$ cat src/hw/rtl/assert_macros.svh
// ----------------------------------------------------------------------------
// Assertion macros
// Shared property wrappers for the concurrent checks in the RTL.
// ----------------------------------------------------------------------------
`ifndef ASSERT_MACROS_SVH
`define ASSERT_MACROS_SVH

// Same-cycle implication, disabled while reset is low
`define ASSERT_IMPLIES(label, clk, rst_n, ante, cons, msg) \
    label: assert property (@(posedge clk) disable iff (!(rst_n)) (ante) |-> (cons)) \
        else $error(msg);

// Next-cycle implication, disabled while reset is low
`define ASSERT_NEXT(label, clk, rst_n, ante, cons, msg) \
    label: assert property (@(posedge clk) disable iff (!(rst_n)) (ante) |=> (cons)) \
        else $error(msg);

`endif

$ cat src/hw/rtl/opsa_pkg.sv
// ----------------------------------------------------------------------------
// opsa_pkg
// Widths, opcodes, stream field offsets and lane result type for the
// outer product scatter-add unit.
// ----------------------------------------------------------------------------
`timescale 1ns / 1ps

package opsa_pkg;

    // Operand and accumulator widths
    localparam int IN_W     = 16;
    localparam int PROD_W   = 2 * IN_W;
    localparam int ACC_W    = 48;
    localparam int IN_ELEMS = 4;
    localparam int ROW_W    = 8;
    localparam int POS_W    = 2;
    localparam int OP_W     = 2;

    // Opcodes carried in the input tuser
    localparam logic [OP_W-1:0] OP_ACCUM = 2'd0;
    localparam logic [OP_W-1:0] OP_READ  = 2'd1;
    localparam logic [OP_W-1:0] OP_CLEAR = 2'd2;

    // Input tdata layout, lowest bit first
    localparam int TD_ROW_LSB = 0;
    localparam int TD_A_LSB   = TD_ROW_LSB + ROW_W;
    localparam int TD_B_LSB   = TD_A_LSB + IN_ELEMS * IN_W;
    localparam int TD_PA_LSB  = TD_B_LSB + IN_ELEMS * IN_W;
    localparam int TD_PB_LSB  = TD_PA_LSB + POS_W;
    localparam int TD_USED_W  = TD_PB_LSB + POS_W;
    localparam int S_TDATA_W  = ((TD_USED_W + 7) / 8) * 8;

    // Saturation bounds
    localparam logic [ACC_W-1:0] ACC_MAX = {1'b0, {(ACC_W-1){1'b1}}};
    localparam logic [ACC_W-1:0] ACC_MIN = {1'b1, {(ACC_W-1){1'b0}}};

    // One lane's updated element and saturation mark
    typedef struct packed {
        logic [ACC_W-1:0] sum;
        logic             sat;
    } t_lane_res;

endpackage

$ cat src/hw/rtl/opsa_lane.sv
// ----------------------------------------------------------------------------
// opsa_lane
// One multiply-accumulate lane: registers a*b on the input beat, then adds
// the product to one stored element with saturation.
// ----------------------------------------------------------------------------
`timescale 1ns / 1ps

module opsa_lane (
    input  logic                          i_clk,
    input  logic                          i_load,
    input  logic signed [opsa_pkg::IN_W-1:0] i_a,
    input  logic signed [opsa_pkg::IN_W-1:0] i_b,
    input  logic [opsa_pkg::ACC_W-1:0]    i_acc,
    output opsa_pkg::t_lane_res           o_res
);

    import opsa_pkg::*;

    logic signed [PROD_W-1:0] r_prod;
    logic [ACC_W:0]           w_sum;

    // Capture the product on the input beat
    always_ff @(posedge i_clk) begin
        if (i_load) begin
            r_prod <= i_a * i_b;
        end
    end

    // Sign-extended add, one guard bit
    assign w_sum = {i_acc[ACC_W-1], i_acc}
                 + {{(ACC_W+1-PROD_W){r_prod[PROD_W-1]}}, r_prod};

    // Clamp when the guard bit disagrees with the sign
    always_comb begin
        o_res.sat = (w_sum[ACC_W] != w_sum[ACC_W-1]);
        if (o_res.sat) begin
            o_res.sum = w_sum[ACC_W] ? ACC_MIN : ACC_MAX;
        end else begin
            o_res.sum = w_sum[ACC_W-1:0];
        end
    end

endmodule

$ cat config.mk
export PLATFORM = sky130hd
export DESIGN_NAME = opsa_lane
export DESIGN_NICKNAME = d
export VERILOG_FILES = /design/src/hw/rtl/assert_macros.svh /design/src/hw/rtl/opsa_pkg.sv /design/src/hw/rtl/opsa_lane.sv
export SDC_FILE = /design/constraint.sdc
export NUM_CORES = 1
export LEC_CHECK = 0
export ABC_AREA = 1
export BUFFER_PORTS_ARGS = -buffer_cell sky130_fd_sc_hd__buf_2
export CAP_MARGIN = 20
export CELL_PAD_IN_SITES_DETAIL_PLACEMENT = 0
export CELL_PAD_IN_SITES_GLOBAL_PLACEMENT = 2
export CORE_MARGIN = 5
export CORE_UTILIZATION = 36
export CTS_BUF_LIST = sky130_fd_sc_hd__clkbuf_8
export DETAILED_ROUTE_END_ITERATION = 8
export GPL_TIMING_DRIVEN = 0
export PLACE_DENSITY = 0.87
export RECOVER_POWER = 50
export SLEW_MARGIN = 40
export SYNTH_ARGS = -nofsm -noshare
export SYNTH_HDL_FRONTEND = slang
export SYNTH_SLANG_ARGS = --single-unit
$ cat constraint.sdc
create_clock -name i_clk -period 7.22 [get_ports i_clk]
set_input_delay 1.444 -clock i_clk [delete_from_list [all_inputs] [get_ports i_clk]]
set_output_delay 1.444 -clock i_clk [all_outputs]
set_load 0.03 [all_outputs]
==> flow_summary_export.csv <==
group,metric,value,unit
cts,clkSlewWorstSetupHoldPaths,70,ps
floorplanning,die_x,217.6,um
cts,clockRootBuffer,"clkbuf_8",
floorplanning,die_h,217.6,um
global_routing,grt_pass1_vias,14400,
critical_path,cp.required,7270,ps
global_routing,grt_max_degree,33,
critical_path,cp_max_fo,10,
placement,dpl_worst_slack,-855.7,ps
cts,cts.sinks,32,
route,drt_iter0_drc,712,
cts,htreeDepth,2,
logic_synthesis,ys_types,36,
global_routing,grtUsageTotal,20.72,%
logic_synthesis,yosys_warnings,0,
sta,setup_viol,0,
flow_run,drv_cap,1,
cts,clk_path_buf_depth,2,
route,routed_wl,48.60,mm
route,wl_per_cell,16.80,um
critical_path,endpoint_kind,"register",
worst_hold_path,worstHoldPathCells,4,
cts,cts_tree,"built",
layout,fill_cells,4609,
logic_synthesis,synth_seq_cells,32,
sta,hold_viol_final,0,
layout,utilization,39.56,%
outcome,failed_checks,"capacitance limit, slew limit",
logic_synthesis,ys_seq_area_share,6.196,%
cts,post_cts_buffers,0,
sta,relSlewSlack,-21.33,%
floorplanning,row_count,76,
worst_hold_path,hold_path_startpoint,"i_a[1]",
floorplanning,start_util,36.16,%
critical_path,cp-startpoint,"i_b[12]",
placement,gp_congestion,0.9041,
global_routing,antenna_found_initial,0,
sta,final_max_slew_viol_count,33,
logic_synthesis,synth_flop_cell,"edfxtp_1",
sta,max_freq,0.1434,GHz
logic_synthesis,synth_edf_count,32,
global_routing,grt_overflow_total,0,
route,remaining_drc_errors,0,
floorplanning,die-area,47330,um^2
logic_synthesis,syn_area,15510,um^2
logic_synthesis,netlist_top_cells_area,"fa_1, nand2_1, inv_1",
layout,drive_above_1_share,9.623,%
route,vias,13620,
sta,finalSetupTns,0,ps
logic_synthesis,synth_top_area_share,33.95,%
sta,grt_setup_unrepaired,"false",
cts,cts_buffers,5,
logic_synthesis,synth_area_per_cell,7.059,um^2
floorplanning,coreArea,42890,um^2
route,via_per_inst,4.708,
logic_synthesis,synthMostInstantiatedCell,"nand2_1",
route,first_pass_iters,5,
layout,top_regs,"r_prod (32)",
sta,period_share,96.62,%
placement,hpwl,43.54,mm
logic_synthesis,synth.top_cells.by_count,"nand2_1, inv_1, fa_1, ha_1, nor2_1",
sta,period_needed,6976,ps
logic_synthesis,syn-num-nets,2672,
floorplanning,ioPinCount,131,
layout,antenna_cells,0,
logic_synthesis,ys_async_sr_fraction,0,%
placement,io_buffers,103,
route,drtAntennaViolNets,0,
logic_synthesis,yosysTopAreaCell,"fa_1",
layout,largest-register,"r_prod",
outcome,outcome,"finished, violations left",
layout,largest_reg_flops,32,
layout,areaGrowthSynthToFinish,9.383,%
sta,worst-slew-pin-transition,1820,ps
logic_synthesis,synth_cells,2197,
layout,fin_nets,2781,
critical_path,worstPathArrival,7020,ps
sta,fin_ws,244.3,ps
global_routing,grt_pass1_wl,77.55,mm
critical_path,criticalPathCategory,"input port to register",
critical_path,cp-start-kind,"input port",
worst_hold_path,hold_class,"input port to register",
-- what timing repair did --
action / in CTS / in global routing
pin swaps: 0 / 0
endpoints found under the hold margin: 0 / 0
gates resized for setup: 47 / 46
setup endpoints to repair: 14 / 11
hold buffers: 0 / 0
-- final timing paths --
path / slack (ps) / endpoint
min: 1760 / r_prod[1]
max: 240 / r_prod[29]
-- layer usage --
layer	share of wire, %	GRT usage, %
met3	4.7	1.722
met2	49	37.40
met4	1.6	3.560
met1	45	27.58
met5	0	0
-- placed cells by master (no fill, tap or decap), drive strengths merged --
cell type,count
nand2,641
inv,575
fa,263
nor2,134
ha,130
buf,103
a21oi,92
clkbuf,72
nand3,55
o21ai,54
xnor2,37
edfxtp,32
nand4,29
xor2,29
o21bai,22
nor3,18
a21o,4
a31oi,4
or2,3
nor4,2
clkinv,2
nand3b,1
o31ai,1
o211ai,1
o221ai,1
and2,1
bufinv,1
-- critical path: stages --
cell and delay [ps]:
clkbuf_1 390, clkbuf_2 330, nand2_1 100, fa_1 490, inv_1 70, fa_1 570, fa_1 440, fa_1 460
fa_1 510, inv_1 50, fa_1 470, inv_1 40, ha_1 320, a21oi_1 200, o21ai_0 180, a21oi_2 260
nand3_1 230, a21oi_2 250, o21ai_0 100, nand2_1 70, nand2_1 50
-- logic make-up (layout without fill, tap and decap cells) --
group	Yosys count	in the layout	synth area share, %
buffers and inverters	643	753	15.80
DFF	32	32	6.196
and+or+nand+nor	884	884	23.43
AOI/OAI and AO/OA	179	179	6.406
adders and majority gates	393	393	44.44
xor gates and xnor gates	66	66	3.727
-- metrics by stage --
step | cell area (um^2) | instances | hold WS (ps)
floorplan | 15510 | 2197 | 1557
global placement | 16760 | 2885 | 1945
detailed placement | 16760 | 2885 | 1936
CTS | 16940 | 2893 | 1626
global route | 16960 | 2892 | 1783
finish | 16960 | 2892 | 1756
-- final cells by class --
type	instances	area (um^2)	area share (%)
multi-input combinational	1522	12130	71.51
tap	585	732.0	4.315
sequential	32	960.9	5.665
timing repair buffer	103	499.2	2.943
clock buffer	5	68.82	0.4057
clock inverter	3	37.54	0.2213
inverter	575	2158	12.72
buffer	67	376.6	2.220
Power is not shown: default switching activity piles up to over one toggle a cycle in this logic, so the estimate is an artifact.
